<file path="config.mk">
export PLATFORM = sky130hd
export DESIGN_NAME = c2u_queue
export DESIGN_NICKNAME = d
export VERILOG_FILES = /design/src/design/cp932_to_utf8_decoder_assert.svh /design/src/design/c2u_pkg.sv /design/src/design/c2u_queue.sv
export SDC_FILE = /design/constraint.sdc
export NUM_CORES = 1
export LEC_CHECK = 0
export BUFFER_PORTS_ARGS = -buffer_cell sky130_fd_sc_hd__buf_4
export CAP_MARGIN = 5
export CORE_ASPECT_RATIO = 0.8
export CORE_MARGIN = 8
export CORE_UTILIZATION = 40
export CTS_BUF_LIST = sky130_fd_sc_hd__clkbuf_4 sky130_fd_sc_hd__clkbuf_8
export DETAILED_ROUTE_END_ITERATION = 8
export PLACE_DENSITY_LB_ADDON = 0.3
export SLEW_MARGIN = 5
export SYNTH_ARGS = -nofsm -noshare
export SYNTH_HDL_FRONTEND = slang
export SYNTH_SLANG_ARGS = --single-unit
</file>
<file path="constraint.sdc">
create_clock -name clk -period 2.7 [get_ports clk]
set_input_delay 0.405 -clock clk [delete_from_list [all_inputs] [get_ports clk]]
set_output_delay 0.405 -clock clk [all_outputs]
set_load 0.02 [all_outputs]
</file>
<file path="src/design/cp932_to_utf8_decoder_assert.svh">
// Assertion helpers for the CP932 decoder.
`ifndef CP932_TO_UTF8_DECODER_ASSERT_SVH
`define CP932_TO_UTF8_DECODER_ASSERT_SVH

// Condition holds at every edge out of reset.
`define C2U_ASSERT_ALWAYS(lbl, ck, rs, cond) \
  lbl: assert property (@(posedge ck) disable iff (rs) (cond)) \
    else $error("c2u: invariant violated");

// Same-cycle implication.
`define C2U_ASSERT_IMPL(lbl, ck, rs, ante, cons) \
  lbl: assert property (@(posedge ck) disable iff (rs) (ante) |-> (cons)) \
    else $error("c2u: implication violated");

// Next-cycle implication.
`define C2U_ASSERT_NEXT(lbl, ck, rs, ante, cons) \
  lbl: assert property (@(posedge ck) disable iff (rs) (ante) |=> (cons)) \
    else $error("c2u: next-cycle implication violated");

`endif

</file>
<file path="src/design/c2u_pkg.sv">
`default_nettype none
package c2u_pkg;

  localparam logic FUNC_DECODE = 1'b0;
  localparam logic FUNC_WRITE  = 1'b1;

  localparam logic [15:0] DEFAULT_CHAR_RST = 16'h30FB;
  localparam logic [15:0] KANA_BASE        = 16'hFF61;
  localparam logic [7:0]  KANA_FIRST       = 8'hA1;
  localparam logic [7:0]  KANA_LAST        = 8'hDF;
  localparam logic [15:0] PUA_A0           = 16'hF8F0;
  localparam logic [15:0] PUA_FD           = 16'hF8F1;
  localparam logic [15:0] PUA_FE           = 16'hF8F2;
  localparam logic [15:0] PUA_FF           = 16'hF8F3;
  localparam logic [7:0]  TRAIL_FIRST      = 8'h40;
  localparam logic [7:0]  TRAIL_LAST       = 8'hFC;
  localparam logic [7:0]  TRAIL_SPAN       = 8'd189;
  localparam logic [5:0]  SECOND_ROW_BASE  = 6'd31;

  localparam logic [7:0]  UTF8_LEAD2       = 8'hC0;
  localparam logic [7:0]  UTF8_LEAD3       = 8'hE0;
  localparam logic [7:0]  UTF8_CONT        = 8'h80;

  localparam int QUEUE_DEPTH = 4;
  localparam int QPTR_W      = 2;
  localparam int QLVL_W      = 3;

  typedef struct packed {
    logic [15:0] cp;
    logic        extra_nul;  // a NUL byte follows the code point
  } c2u_entry_t;

  function automatic logic is_lead(input logic [7:0] b);
    return (b >= 8'h81 && b <= 8'h9F) || (b >= 8'hE0 && b <= 8'hFC);
  endfunction

endpackage
`default_nettype wire

</file>
<file path="src/design/c2u_queue.sv">
`default_nettype none
module c2u_queue (
  input  wire logic                       clk,
  input  wire logic                       rst,
  input  wire logic                       push,
  input  wire c2u_pkg::c2u_entry_t        push_entry,
  input  wire logic                       pop,
  output logic                            q_valid,
  output c2u_pkg::c2u_entry_t             head,
  output logic      [c2u_pkg::QLVL_W-1:0] level
);
  import c2u_pkg::*;

  c2u_entry_t        slots [QUEUE_DEPTH];
  logic [QPTR_W-1:0] wptr;
  logic [QPTR_W-1:0] rptr;

  assign q_valid = (level != '0);
  assign head    = slots[rptr];

  always_ff @(posedge clk) begin
    if (rst) begin
      wptr  <= '0;
      rptr  <= '0;
      level <= '0;
    end else begin
      if (push) begin
        wptr <= wptr + QPTR_W'(1);
      end
      if (pop) begin
        rptr <= rptr + QPTR_W'(1);
      end
      level <= level + QLVL_W'(push) - QLVL_W'(pop);
    end
  end

  always_ff @(posedge clk) begin
    if (push) begin
      slots[wptr] <= push_entry;
    end
  end

endmodule
`default_nettype wire

</file>
==> key figures <==
Yosys
  – Post-synth top area share: 69.8%
  – Post-synthesis async set-or-reset flop share: 0%
  – Seq cells post-synth: 77
  – Area contributors post-synth: edfxtp_1 70%, mux4_2 7.7%, mux4_1 6.3%
  – Synthesized area per cell: 22.5 um^2
  – Post-synthesis instance area: 2930 um^2
  – Synth area leader: edfxtp_1
  – Yosys warns: 0
  – EDFF count, synth: 68
  – Commonest cells post-synth: 68 x edfxtp_1, 10 x mux4_2, 9 x dfxtp_1, 7 x mux4_1
  – Mapped Nets: around 160
  – Post-synth top flop: edfxtp_1
  – Seq/Total Area, Yosys: around 76%
  – Most common cell in the netlist: edfxtp_1
  – Synth cell types: 20
  – Synth Instances: between 100 and 150

GRT
  – First-pass GRT wire length: between 7000 and 8000 um
  – Largest net degree at the start of global routing: 18
  – Vias in the first global route: around 1,500
  – Grt total ovfl: 0
  – Initial antenna violation count: 0
  – Total GRT Usage: 10.2%

Die
  – Core area: a little over 7000 um^2
  – Die X: roughly 110 um
  – IO Pins: 42
  – Num rows: 28
  – Die height: ~93 um
  – Die area: 10,300 um^2
  – Initial core utilization: 40.4%

Detailed routing
  – DRT Wirelength: around 4900 um
  – Vias per cell: 4.85
  – DRC: 0
  – 1st-pass router iterations: 4
  – Highest routed metal layer: met4
  – Initial detailed-routing violation count: 60
  – DR vias: 1,328
  – Wire length on met2: between 2000 and 3000 um
  – Post-DRT Antenna Nets: 0
  – Wire per inst: between 15 and 20 um
  – Met3 wire length: between 200 and 300 um
  – Met1 wire length: between 1500 and 2000 um

Clock network
  – CTS Hold Bufs: 0
  – Clock buffer depth: 2
  – Postcts setup bufs: 0
  – CTS resizes: 0
  – TritonCTS Buffers: 9
  – Reg clk slew, reported paths: 0.08 ns
  – TritonCTS clock tree: yes
  – Worst-Skew Late Latency: between 0.3 and 0.4 ns
  – Root Buffer: clkbuf_8
  – CTS Sinks: just under 80
  – Htree depth: 3

Critical path
  – Setup CP Type: reg2out
  – Worst-path fanout max: 17
  – Worst Setup End Kind: output pin
  – CP required: 2.30 ns
  – Kind of start point of the critical path: register
  – CP arrival: around 1.8 ns

Cells and area
  – Final std cells w/o fill: roughly 270
  – Fin nets: just over 200
  – Filler cell count: just under 600
  – Area Overhead vs Synth: 19.7%
  – N_diodes: 0
  – Share of layout cells above drive strength 1: a little under two fifths

Power
  – Power Density: around 740 nW/um^2
  – Worst vdd ir: a little over 0.0003 V
  – Gate power share: between 10 and 15%
  – Register share of total power: 53.7%
  – Internal cell power: 2.00 mW
  – Clock share of power: between 30% and 40%
  – Net Switching: 0.604 mW
  – Sw frac: 23.2%
  – Leak pwr: 1.25 nW

Timing
  – Setup TNS: 0 ns
  – RSZ-0062 raised after global routing: no
  – Tcrit/Tclk final: roughly 80%
  – Final count of hold timing violations: 0
  – Final Setup Violations: 0
  – Final Critical Period: 2.21 ns
  – Worst Tran Pin Value: between 0.9 and 1 ns
  – Final Max Slew Viols: 0
  – Max Fclk: around 0.45 GHz
  – Worst Skew: between 0.004 and 0.005 ns
  – Slew margin rel.: 38.1%

Place
  – Port bufs: 41
  – GP Congestion: about 0.66
  – Post-DP HPWL: approximately 3200 um
  – Post-Place Cells: 258

Worst hold path
  – HP Class: in2reg

Job
  – Maxcap violations: 0

Outcome
  – Status: finished, final reports clean
[metal layers]
metal	up-vias	global-route usage, %
met2	36	18.1
met1	664	9.83
met3	6	4.36
li1	622	-
met4	0	5.79
met5	-	0
[critical path, stage by stage, from the launching register on]
cell and delay, ns:
dfxtp_1 0.85, mux4_2 0.44, buf_4 0.18
[power by group through the flow]
| stage | clock [mW] | sequential [mW] | combinational [mW] |
|---|---|---|---|
| finish | 0.821 | 1.40 | 0.385 |
| global route | 0.893 | 1.41 | 0.418 |
| CTS | 0.847 | 1.40 | 0.396 |
| detailed placement | 0 | 1.43 | 0.395 |
| global placement | 0 | 1.42 | 0.381 |
| floorplan | 0 | 1.43 | 0.232 |
[worst paths after layout]
kind                 startpoint  cells after the start  slack, ns     endpoint
setup / recovery       register                      2       0.49      head[7]
hold / removal    push_entry[7]                      1       0.27  slots[0][7]
setup reg to reg       level[0]                      7       0.93     level[2]
hold reg to reg         rptr[0]                      2       0.55     register
[layout make-up]
cell class / count / area, um^2 / share of cell area (%)
Sequential cell: 77 / 2220 / 63.4
Clock inverter: 5 / 51.3 / 1.46
Multi-Input combinational cell: 43 / 641 / 18.3
Timing Repair Buffer: 42 / 315 / 9.00
Clock buffer: 11 / 139 / 3.96
Tap cell: 90 / 113 / 3.21
Inverter: 6 / 22.5 / 0.643
[flip-flops by register name, summed over array words and instances, names as in the netlist, named ones only]
register / count
slots: 68
level: 3
rptr: 2
wptr: 2
[metrics by stage]
stage                     hold WS [ns]  setup WS (ns)  power (mW)  utilization [%]  cell area [um^2]
after CTS                        0.244          0.400        2.64             48.3              3500
final                            0.268          0.494        2.61             48.3              3500
after global routing             0.241          0.355        2.72             48.3              3500
after global placement           0.526          0.828        1.80             45.7              3310
after detailed placement         0.544          0.770        1.82             45.7              3310
after floorplan                  0.477          0.881        1.66                -              2930
[kinds of logic after synthesis]
logic type / synth area share (%)
fa+ha+maj: 3.25
mux: 14.3
xor+xnor: 1.41
buf+inv: 2.18
flops: 75.9
compound gates: 0.513
simple gates: 2.39
[cells in the final DEF, fill, tap and decap left out]
cell	count
and2_1	4
xnor2_1	2
clkinvlp_4	1
mux4_2	10
edfxtp_1	68
mux2i_1	1
dfxtp_1	9
buf_4	42
nor2_1	5
clkinv_1	1
nor2b_1	2
xor3_1	1
a21bo_2	1
clkinv_2	2
clkbuf_8	9
or3_1	1
inv_1	6
mux4_1	7
fa_1	1
clkbuf_4	2
a21oi_1	1
nand3b_1	1
ha_1	6
bufinv_16	1
Note: power is estimated with default switching activity, not from simulation.
