## config.mk

```make
export PLATFORM = sky130hd
export DESIGN_NAME = c2u_back
export DESIGN_NICKNAME = d
export VERILOG_FILES = /design/src/design/cp932_to_utf8_decoder_assert.svh /design/src/design/c2u_pkg.sv /design/src/design/c2u_back.sv
export SDC_FILE = /design/constraint.sdc
export NUM_CORES = 1
export LEC_CHECK = 0
export ABC_AREA = 1
export CAP_MARGIN = 40
export CORE_UTILIZATION = 50
export DETAILED_ROUTE_END_ITERATION = 16
export DONT_BUFFER_PORTS = 1
export SLEW_MARGIN = 25
export SYNTH_ARGS = -nofsm -noshare
export SYNTH_HDL_FRONTEND = slang
export SYNTH_SLANG_ARGS = --single-unit
```

## constraint.sdc

```tcl
create_clock -name clk -period 3.14 [get_ports clk]
set_input_delay 0.157 -clock clk [delete_from_list [all_inputs] [get_ports clk]]
set_output_delay 0.157 -clock clk [all_outputs]
set_load 0.01 [all_outputs]
```

## src/design/cp932_to_utf8_decoder_assert.svh

```systemverilog
// Assertion helpers for the CP932 decoder.
`ifndef CP932_TO_UTF8_DECODER_ASSERT_SVH
`define CP932_TO_UTF8_DECODER_ASSERT_SVH

// Condition holds at every edge out of reset.
`define C2U_ASSERT_ALWAYS(lbl, ck, rs, cond) \
  lbl: assert property (@(posedge ck) disable iff (rs) (cond)) \
    else $error("c2u: invariant violated");

// Same-cycle implication.
`define C2U_ASSERT_IMPL(lbl, ck, rs, ante, cons) \
  lbl: assert property (@(posedge ck) disable iff (rs) (ante) |-> (cons)) \
    else $error("c2u: implication violated");

// Next-cycle implication.
`define C2U_ASSERT_NEXT(lbl, ck, rs, ante, cons) \
  lbl: assert property (@(posedge ck) disable iff (rs) (ante) |=> (cons)) \
    else $error("c2u: next-cycle implication violated");

`endif

```

## src/design/c2u_pkg.sv

```systemverilog
`default_nettype none
package c2u_pkg;

  localparam logic FUNC_DECODE = 1'b0;
  localparam logic FUNC_WRITE  = 1'b1;

  localparam logic [15:0] DEFAULT_CHAR_RST = 16'h30FB;
  localparam logic [15:0] KANA_BASE        = 16'hFF61;
  localparam logic [7:0]  KANA_FIRST       = 8'hA1;
  localparam logic [7:0]  KANA_LAST        = 8'hDF;
  localparam logic [15:0] PUA_A0           = 16'hF8F0;
  localparam logic [15:0] PUA_FD           = 16'hF8F1;
  localparam logic [15:0] PUA_FE           = 16'hF8F2;
  localparam logic [15:0] PUA_FF           = 16'hF8F3;
  localparam logic [7:0]  TRAIL_FIRST      = 8'h40;
  localparam logic [7:0]  TRAIL_LAST       = 8'hFC;
  localparam logic [7:0]  TRAIL_SPAN       = 8'd189;
  localparam logic [5:0]  SECOND_ROW_BASE  = 6'd31;

  localparam logic [7:0]  UTF8_LEAD2       = 8'hC0;
  localparam logic [7:0]  UTF8_LEAD3       = 8'hE0;
  localparam logic [7:0]  UTF8_CONT        = 8'h80;

  localparam int QUEUE_DEPTH = 4;
  localparam int QPTR_W      = 2;
  localparam int QLVL_W      = 3;

  typedef struct packed {
    logic [15:0] cp;
    logic        extra_nul;  // a NUL byte follows the code point
  } c2u_entry_t;

  function automatic logic is_lead(input logic [7:0] b);
    return (b >= 8'h81 && b <= 8'h9F) || (b >= 8'hE0 && b <= 8'hFC);
  endfunction

endpackage
`default_nettype wire

```

## src/design/c2u_back.sv

```systemverilog
`default_nettype none
module c2u_back (
  input  wire logic                clk,
  input  wire logic                rst,
  input  wire logic                q_valid,
  input  wire c2u_pkg::c2u_entry_t head,
  output logic                     pop,
  output logic                     m_axis_tvalid,
  input  wire logic                m_axis_tready,
  output logic [7:0]               m_axis_tdata,
  output logic                     m_axis_tlast
);
  import c2u_pkg::*;

  logic [1:0] pos;
  logic [1:0] nbytes;
  logic [2:0] total;
  logic [7:0] byte_val;
  logic       is_last;
  logic       load;

  always_comb begin
    if (head.cp[15:7] == '0) begin
      nbytes = 2'd1;
    end else if (head.cp[15:11] == '0) begin
      nbytes = 2'd2;
    end else begin
      nbytes = 2'd3;
    end
  end

  assign total   = {1'b0, nbytes} + {2'b00, head.extra_nul};
  assign is_last = ({1'b0, pos} == total - 3'd1);

  always_comb begin
    if (pos == nbytes) begin
      byte_val = 8'h00;
    end else begin
      case ({nbytes, pos})
        4'b01_00: byte_val = head.cp[7:0];
        4'b10_00: byte_val = UTF8_LEAD2 | {3'b000, head.cp[10:6]};
        4'b10_01: byte_val = UTF8_CONT  | {2'b00, head.cp[5:0]};
        4'b11_00: byte_val = UTF8_LEAD3 | {4'h0, head.cp[15:12]};
        4'b11_01: byte_val = UTF8_CONT  | {2'b00, head.cp[11:6]};
        default:  byte_val = UTF8_CONT  | {2'b00, head.cp[5:0]};
      endcase
    end
  end

  assign load = q_valid && (!m_axis_tvalid || m_axis_tready);
  assign pop  = load && is_last;

  always_ff @(posedge clk) begin
    if (rst) begin
      pos           <= 2'd0;
      m_axis_tvalid <= 1'b0;
    end else begin
      if (load) begin
        pos           <= is_last ? 2'd0 : pos + 2'd1;
        m_axis_tvalid <= 1'b1;
      end else if (m_axis_tready) begin
        m_axis_tvalid <= 1'b0;
      end
    end
  end

  always_ff @(posedge clk) begin
    if (load) begin
      m_axis_tdata <= byte_val;
      m_axis_tlast <= is_last;
    end
  end

endmodule
`default_nettype wire

```

==> results of run 1 <==
==> layout make-up <==
cell class | instances | area (µm²)
timing repair buffer | 1 | 10.0
sequential | 12 | 330
clock buffer | 4 | 36.3
fill | 139 | 639
tap | 16 | 20.0
multi-input combinational | 71 | 438
inverter | 18 | 67.6
==> tightest hold or removal path, stage by stage <==
cell	delay [ps]
a21oi_1	20
o21ai_0	60
nor2_1	50
==> power by group <==
part           internal [W]   total, W  switching [W]
Clock             0.0000703   0.000118      0.0000477
Combinational     0.0000316  0.0000853      0.0000537
Sequential         0.000193   0.000208      0.0000152
==> registers in the layout (all words and copies together) (netlist names) <==
name / flops
m_axis_tlast: 1
pos: 2
m_axis_tdata: 8
m_axis_tvalid: 1
==> synth_stat cells (all sizes together) <==
cell type and n:
nand3 17, inv 18, ha 4, xor2 4, dfxtp 3, nor2 10
clkbuf 1, a21boi 1, o21ai 3, a22oi 1, edfxtp 9, nand3b 1
nand2 26, a21oi 4
==> path summary, 6_finish.rpt <==
path / from / end
min: rst / pos[1]
min reg2reg: m_axis_tvalid / m_axis_tvalid
max reg2reg: pos[1] / m_axis_tdata[1]
max: head[11] / pop
==> metrics by stage <==
stage | total power [W] | worst slack [ps] | cell area (µm²) | hold WS [ps]
finish | 0.000411 | 1350 | 902 | 59.8
global route | 0.000438 | 1180 | 902 | 65.0
CTS | 0.000416 | 1350 | 902 | 48.5
detailed placement | 0.000295 | 1300 | 856 | 231
global placement | 0.000295 | 1290 | 856 | 227
floorplan | 0.000281 | 1500 | 840 | 226
==> kinds of logic (layout without fill, tap and decap cells) <==
| logic type | Yosys count | count (layout) | synth area share (%) |
|---|---|---|---|
| AO/OA/AOI/OAI | 9 | 9 | 5.96 |
| XOR/XNOR | 4 | 4 | 7.30 |
| adder cells (fa/ha/maj) | 4 | 4 | 5.96 |
| buffers and inverters | 19 | 23 | 8.49 |
| flip-flops | 12 | 12 | 39.3 |
| AND/OR/NAND/NOR | 54 | 54 | 32.9 |
==> per-layer routing <==
layer | part of all wire (%) | GRT usage [%] | up-vias
li1 | - | - | 336
met5 | 0 | 0 | -
met4 | 0.85 | 7.88 | 0
met3 | 7.2 | 7.23 | 2
met2 | 44 | 24.5 | 25
met1 | 48 | 22.3 | 281
==> run_results.csv, run 1 <==
group,metric,value,unit
outcome,status,"finished clean",
global_routing,grt_pass1_wl,2370,µm
timing,period_needed,1790,ps
global_routing,gr-total-overflow,0,
synthesis,syn-cell-area,840,µm²
worst_hold_path,whs_path_depth,3,
timing,setup_viol,0,
placed_design,hpwl,1150,µm
floorplan,die_w,43.0,µm
timing,period_share,57.1,%
layout,diodes,0,
layout,synthToLayoutAreaGrowth,7.45,%
synthesis,netlist_instances,102,
global_routing,grt_max_degree,11,
placed_design,io_buffer_count,0,
worst_setup_path,critPathLaunchType,"input port",
synthesis,syn-num-nets,127,
clocking,ctsResizeCount,0,
layout,fin_util,58.5,%
synthesis,ys_warn_count,0,
worst_setup_path,reg2reg_depth,7,
power_and_ir_drop,powerDensity,456,nW/µm²
global_routing,grt_use_total,17.1,%
timing,maxSlewHeadroom,73.9,%
power_and_ir_drop,irDropWorstVdd,0.000193,V
synthesis,ys_seq_area_share,39.3,%
floorplan,placementRows,14,
synthesis,synth_top_area_share,32.2,%
clocking,cts_root_buf,"clkbuf_4",
timing,skew,5.73,ps
placed_design,gp_congestion,0.848,
timing,rsz0062_at_grt,"false",
layout,nNetsFinal,132,
synthesis,avgSynthCellArea,8.23,µm²
clocking,clock_latency,260,ps
layout,fin_cells,122,
synthesis,yosysUniqueCellTypes,22,
timing,drv_slew,0,
timing,max_slew.worst_pin.slew,388,ps
floorplan,fp.dieH,43.0,µm
placed_design,dp_cells,117,
global_routing,antenna_found_initial,0,
worst_setup_path,worstPathCellList,"nor2_1 > nand2_2 > nand3_2 > inv_1 > ha_1 > ha_1 > xor2_1 > nand3b_1 > nor2_1",
layout,final_common_cell,"nand2_1",
clocking,clock-sinks,12,
detailed_routing,drtIter0Drc,17,
clocking,post-cts-setup-buffers,0,
floorplan,die_area,1850,µm²
synthesis,synth_seq_cells,12,
worst_setup_path,endpoint_kind,"primary output",
synthesis,yosys-top-cells-area,"edfxtp_1, nand2_1, nand3_1",
clocking,cts_tree,"yes",
worst_setup_path,crit_path_top_delay_cell,"ha_1",
detailed_routing,first_pass_iters,6,
run,cap_violations,0,
worst_setup_path,crit_type,"in -> out",
worst_setup_path,r2r_setup_slack,1410,ps
floorplan,io_pins,32,
detailed_routing,wl_per_cell,11.6,µm
floorplan,start_util,54.5,%
clocking,htreeDepth,1,
timing,fmax,558,MHz
global_routing,first_global_vias,559,
detailed_routing,routed-via-count,644,
worst_setup_path,cpLargestDelayFamily,"simple AND/OR/NAND/NOR gates",
detailed_routing,antenna_left,0,
clocking,clockBufferDepth,2,
clocking,numCtsBuffers,3,
worst_hold_path,hp-class,"in -> reg",
worst_setup_path,cp.required,2980,ps
worst_setup_path,critical_path_arrival,1630,ps
clocking,ctsHoldBuffers,1,
synthesis,synth.largest_area_cell,"edfxtp_1",
clocking,clkTransAtPathRegs,80,ps
detailed_routing,totalWireLength,1420,µm
detailed_routing,drc_errors,0,
worst_setup_path,critPathBufInv,1,
detailed_routing,via_per_inst,5.28,
power_and_ir_drop,leakage,0.473,nW
layout,most-common-layout-cells,"nand2_1, inv_1, nand3_1",
timing,hold_violations,0,
worst_setup_path,slowest_delay,280,ps
floorplan,core_region_area,1540,µm²
worst_setup_path,critPathMaxFanout,3,
worst_setup_path,cp_num_cells,9,
layout,final_layout_size_suffix_gt1_share,12.3,%
timing,fin_tns_setup,0,ps
No activity file was read; power rests on OpenSTA's default activity.
==> inputs of run 2 (changes only) <==
--- a/config.mk
+++ b/config.mk
@@ -5,11 +5,12 @@
 export SDC_FILE = /design/constraint.sdc
 export NUM_CORES = 1
 export LEC_CHECK = 0
-export ABC_AREA = 1
+export ABC_AREA = 0
 export CAP_MARGIN = 40
 export CORE_UTILIZATION = 50
 export DETAILED_ROUTE_END_ITERATION = 16
 export DONT_BUFFER_PORTS = 1
+export PLACE_DENSITY = 0.68
 export SLEW_MARGIN = 25
 export SYNTH_ARGS = -nofsm -noshare
 export SYNTH_HDL_FRONTEND = slang
==> constraint.sdc (replaced) <==
create_clock -name clk -period 1.45 [get_ports clk]
set_input_delay 0.0725 -clock clk [delete_from_list [all_inputs] [get_ports clk]]
set_output_delay 0.0725 -clock clk [all_outputs]
set_load 0.01 [all_outputs]
==> run_results.csv, run 2 <==
group,metric,value,unit
outcome,status,"complete, but fails checks",
outcome,violations,"negative setup slack",
layout,final_area,1040,µm²
worst_hold_path,hp-class,"in -> reg",
detailed_routing,drc_errors,0,
worst_setup_path,cp_num_cells,7,
detailed_routing,antenna_left,0,
synthesis,yosysMostFrequentCell,"edfxtp_1",
timing,setup_viol,4,
layout,regMostFlops,"m_axis_tdata",
floorplan,core_region_area,1490,µm²
power_and_ir_drop,powerDensity,813,nW/µm²
global_routing,gr-total-overflow,0,
synthesis,syn-num-nets,107,
global_routing,grt_pass1_wl,2930,µm
floorplan,die_area,1760,µm²
worst_hold_path,whs_path_depth,2,
synthesis,synth_enable_flop_cells,9,
floorplan,placementRows,14,
synthesis,synth_seq_cells,12,
layout,largest_reg_flops,8,
run,cap_violations,0,
layout,fin_util,70.0,%
worst_setup_path,cpLargestDelayFamily,"simple AND/OR/NAND/NOR gates",
synthesis,ys_warn_count,0,
timing,fmax,534,MHz
timing,maxSlewHeadroom,54.7,%
timing,period_needed,1870,ps
synthesis,netlist_instances,82,
placed_design,io_buffer_count,0,
clocking,cts_tree,"yes",
clocking,clock_latency,270,ps
worst_setup_path,endpoint_kind,"primary output",
floorplan,die_w,41.9,µm
clocking,clock-sinks,12,
placed_design,hpwl,1290,µm
detailed_routing,via_per_inst,6.14,
synthesis,avgSynthCellArea,9.70,µm²
layout,synthToLayoutAreaGrowth,31.0,%
worst_setup_path,critical_path_arrival,1800,ps
clocking,clkTransAtPathRegs,70,ps
detailed_routing,first_pass_iters,4,
synthesis,synth_top_area_share,34.0,%
synthesis,ys.flop_type,"edfxtp_1",
layout,final_layout_size_suffix_gt1_share,40.0,%
synthesis,yosysUniqueCellTypes,33,
power_and_ir_drop,power,0.000847,W
synthesis,synth.largest_area_cell,"edfxtp_1",
timing,finalWorstSetupSlack,-424,ps
timing,period_share,129,%
layout,nNetsFinal,126,
synthesis,syn-cell-area,796,µm²
power_and_ir_drop,leakage,0.392,nW
timing,drv_slew,0,
global_routing,antenna_found_initial,0,
global_routing,grt_use_total,22.2,%
placed_design,gp_congestion,0.848,
worst_setup_path,critPathMaxFanout,4,
layout,reg_top3,"m_axis_tdata (8), pos (2)",
synthesis,synth_commonest_cells,"edfxtp_1, inv_1, nand2_1",
detailed_routing,drtIter0Drc,13,
worst_setup_path,cp.required,1380,ps
detailed_routing,totalWireLength,1790,µm
layout,diodes,0,
timing,skew,0.690,ps
clocking,cts_root_buf,"clkbuf_4",
worst_setup_path,crit_type,"in -> out",
power_and_ir_drop,irDropWorstVdd,0.000311,V
synthesis,yosys-top-cells-area,"edfxtp_1, dfxtp_1, ha_1",
worst_setup_path,critPathLaunchType,"input port",
worst_setup_path,crit_path_top_delay_cell,"or4_4",
worst_setup_path,worstPathCellList,"or4_4 > nor3_2 > ha_2 > ha_4 > xnor2_2 > or3_4 > nor2_4",
floorplan,io_pins,32,
clocking,clockBufferDepth,2,
global_routing,first_global_vias,683,
timing,fin_tns_setup,-1440,ps
worst_setup_path,critPathBufInv,0,
clocking,numCtsBuffers,3,
timing,rsz0062_at_grt,"true",
timing,hold_violations,0,
synthesis,ys_seq_area_share,41.5,%
worst_setup_path,reg2reg_depth,7,
floorplan,fp.dieH,41.9,µm
worst_setup_path,slowest_delay,560,ps
layout,final_common_cell,"buf_4",
layout,most-common-layout-cells,"buf_4, edfxtp_1, nand2_1, inv_1, a21oi_1",
clocking,htreeDepth,1,
timing,max_slew.worst_pin.slew,674,ps
placed_design,postPlaceCellArea,930,µm²
global_routing,grt_max_degree,12,
synthesis,ys_async_sr_fraction,0,%
detailed_routing,wl_per_cell,15.4,µm
detailed_routing,routed-via-count,712,
floorplan,start_util,53.4,%
==> run 2: changes by cell type in the layout (fill, tap and decap cells not counted), sizes merged, moves of 4 or more <==
cell   delta
buf      +15
a31oi     +4
nor2      -8
inv      -11
nand2    -19
nand3    -11
xor2      -4
==> run 2: through the flow <==
stage               cells  hold slack, ps  setup slack [ps]
finish                116            16.2              -424
CTS                   116            15.3              -409
global placement      109             142              -467
global route          116            31.9              -475
detailed placement    109             147              -509
floorplan              82             142              -528
==> run 2: layer usage <==
metal  wire [µm]  vias up  track usage, %
met5           0        -               0
met4          44        0            12.3
met3          92        7            5.65
met2         900       32            35.9
met1         749      324            26.7
li1            -      349               -
==> run 2: cell families (layout without fill, tap and decap cells) <==
logic type	after synthesis	count (layout)	synth area share, %
and+or+nand+nor	31	31	23.4
AOI/OAI and AO/OA	23	23	20.6
DFF	12	12	41.5
buffers and inverters	10	28	5.98
adders and majority gates	4	4	6.29
xor gates and xnor gates	2	2	2.20
==> run 2: where the power goes <==
part	switching (W)	internal (W)
Sequential	0.0000229	0.000410
Clock	0.000101	0.0000996
Combinational	0.000108	0.000106
Total	0.000232	0.000615
==> run 2: repair_timing <==
item	4_1_cts	5_1_grt
cloned	0	0
setup buffers	1	0
resized for setup	6	13
endpoints found under the hold margin	3	0
pin swaps	0	4
endpoints found under the setup margin	9	9
hold buffers	2	0
==> run 2: final cells by class <==
class | instances | area [µm²]
clock buffers | 3 | 22.5
clock inverters | 1 | 3.75
fillers | 121 | 447
inverters | 7 | 26.3
multi-input cells | 60 | 505
flip-flops and latches | 12 | 332
well taps | 16 | 20.0
repair buffers | 17 | 133
==> run 2: path summary, 6_finish.rpt <==
path	startpoint	to	slack (ps)
worst max register to register	pos[0]	pos[0]	-10
worst max-delay path	head[12]	pop	-420
worst min register to register	m_axis_tvalid	m_axis_tvalid	550
worst min-delay path	m_axis_tready	m_axis_tvalid	20
==> inputs of run 3 (changes only) <==
==> constraint.sdc (replaced) <==
create_clock -name clk -period 1.45 [get_ports clk]
set_input_delay 0.145 -clock clk [delete_from_list [all_inputs] [get_ports clk]]
set_output_delay 0.145 -clock clk [all_outputs]
set_load 0.01 [all_outputs]
==> run_results.csv, run 3 (synthesis gave the netlist of run 2 again) <==
group,metric,value,unit
global_routing,gr-total-overflow,0,
timing,hold_ws,95.9,ps
global_routing,grt_pass1_wl,2780,µm
global_routing,antenna_found_initial,0,
power_and_ir_drop,seq_power_share,52.1,%
worst_hold_path,worstHoldStart,"m_axis_tready",
worst_hold_path,whs_path_depth,2,
detailed_routing,totalWireLength,1690,µm
detailed_routing,via_per_inst,6.04,
global_routing,first_global_vias,663,
floorplan,core_region_area,1490,µm²
outcome,violations,"negative setup slack",
layout,nNetsFinal,125,
outcome,status,"complete, but fails checks",
detailed_routing,wl_per_cell,14.7,µm
detailed_routing,routed-via-count,695,
clocking,numCtsBuffers,3,
floorplan,io_pins,32,
worst_setup_path,reg2reg_depth,6,
worst_hold_path,hp-class,"in -> reg",
floorplan,die_area,1760,µm²
timing,period_share,138,%
floorplan,die_w,41.9,µm
timing,max_slew.worst_pin.slew,611,ps
clocking,clkTransAtPathRegs,70,ps
layout,final_common_cell,"buf_4",
timing,period_needed,2010,ps
layout,diodes,0,
worst_setup_path,endpoint_kind,"primary output",
global_routing,grt_max_degree,12,
timing,hold_violations,0,
power_and_ir_drop,clockPowerShare,23.3,%
worst_setup_path,crit_type,"in -> out",
worst_setup_path,cpLargestDelayFamily,"simple AND/OR/NAND/NOR gates",
worst_setup_path,critPathBufInv,0,
power_and_ir_drop,p_sw,0.000223,W
placed_design,io_buffer_count,0,
floorplan,start_util,53.4,%
worst_setup_path,cp.required,1310,ps
timing,drv_slew,0,
worst_setup_path,critPathMaxFanout,4,
worst_setup_path,crit_path_top_delay_cell,"or4_4",
layout,reg_top3,"m_axis_tdata (8), pos (2)",
worst_setup_path,critPathLaunchType,"input port",
timing,maxSlewHeadroom,58.9,%
worst_setup_path,rr_endpoint,"pos[0]",
layout,regMostFlops,"m_axis_tdata",
timing,skew,8.72,ps
clocking,htreeDepth,1,
timing,finalWorstSetupSlack,-555,ps
floorplan,placementRows,14,
layout,largest_reg_flops,8,
clocking,clockBufferDepth,2,
timing,rsz0062_at_grt,"true",
worst_setup_path,critical_path_arrival,1860,ps
clocking,cts_tree,"yes",
worst_setup_path,worstPathCellList,"or4_4 > nor3_4 > ha_2 > ha_4 > xnor2_1 > or3_4 > nor2_4",
detailed_routing,drtIter0Drc,20,
power_and_ir_drop,intPower,0.000612,W
clocking,cts_root_buf,"clkbuf_4",
power_and_ir_drop,combinationalPowerShare,24.7,%
timing,fmax,499,MHz
placed_design,gp_congestion,0.929,
power_and_ir_drop,switching_share,26.7,%
floorplan,fp.dieH,41.9,µm
clocking,clock-sinks,12,
placed_design,hpwl,1310,µm
layout,fin_cells,115,
clocking,clock_latency,260,ps
power_and_ir_drop,power,0.000835,W
worst_setup_path,r2r-start,"pos[0]",
power_and_ir_drop,irDropWorstVdd,0.000339,V
global_routing,grt_use_total,20.4,%
run,cap_violations,0,
worst_setup_path,r2r_setup_slack,70,ps
detailed_routing,drc_errors,0,
power_and_ir_drop,leakage,0.385,nW
timing,setup_viol,4,
layout,most-common-layout-cells,"buf_4, edfxtp_1, nand2_1",
worst_setup_path,slowest_delay,570,ps
detailed_routing,first_pass_iters,4,
power_and_ir_drop,powerDensity,812,nW/µm²
detailed_routing,antenna_left,0,
layout,synthToLayoutAreaGrowth,29.2,%
placed_design,dp_cells,108,
worst_hold_path,min_to,"m_axis_tvalid",
layout,final_layout_size_suffix_gt1_share,38.4,%
==> run 3: changes by cell type in the layout (fill, tap and decap cells not counted), moves of 2 or more <==
cell | before | now
a31oi_1 | 2 | 4
a31oi_2 | 2 | 0
buf_4 | 15 | 13
inv_1 | 7 | 5
inv_2 | 0 | 2
o21ai_0 | 0 | 2
o21ai_1 | 4 | 2
==> run 3: how the worst max path moves through the flow <==
stage,startpoint,to,slack [ps],depth (start not counted)
floorplan,head[12],pop,-630,8
global placement,head[12],pos[0],-570,8
detailed placement,head[12],pop,-590,7
CTS,head[12],pop,-570,7
global route,head[14],pop,-600,7
finish,head[14],pop,-560,7
==> run 3: stage by stage <==
| step | setup TNS, ps | util, % | worst slack (ps) | cell area (µm²) |
|---|---|---|---|---|
| floorplan | -2430 | - | -635 | 833 |
| global placement | -2970 | 62.4 | -570 | 930 |
| detailed placement | -3090 | 62.4 | -595 | 930 |
| CTS | -1710 | 66.3 | -571 | 987 |
| global route | -2090 | 69.1 | -604 | 1030 |
| finish | -1760 | 69.1 | -555 | 1030 |
==> run 3: power groups by stage <==
stage	registers (W)	clock network, W	logic [W]
after floorplan	0.000442	0	0.000126
after global placement	0.000440	0	0.000175
after detailed placement	0.000442	0	0.000176
after CTS	0.000434	0.000202	0.000187
after global routing	0.000438	0.000217	0.000229
final	0.000435	0.000194	0.000206
==> run 3: layout make-up <==
class / count / area [µm²]
Timing Repair Buffer: 16 / 129
Fill cell: 113 / 460
Clock inverter: 1 / 3.75
Inverter: 7 / 26.3
Sequential cell: 12 / 335
Multi-Input combinational cell: 60 / 492
Tap cell: 16 / 20.0
Clock buffer: 3 / 22.5
==> run 3: worst reg2reg max path: stages (launching register included) <==
cell and delay [ps]:
dfxtp_4 360, buf_4 150, xnor2_1 120, or3_4 350, buf_4 160, nand3_1 70, a21oi_1 60
==> run 3: layer usage <==
metal	vias up	track usage [%]	routed length [µm]
met4	0	7.74	13
met2	22	32.2	835
met1	325	28.4	785
li1	346	-	-
met3	2	2.61	55
met5	-	0	0
==> run 3: timing repair <==
action | in CTS | in global routing
pin swaps | 0 | 5
hold buffers | 2 | 0
setup endpoints to repair | 10 | 10
cloned | 0 | 0
setup buffers | 1 | 0
endpoints found under the hold margin | 3 | 0
resized for setup | 4 | 13
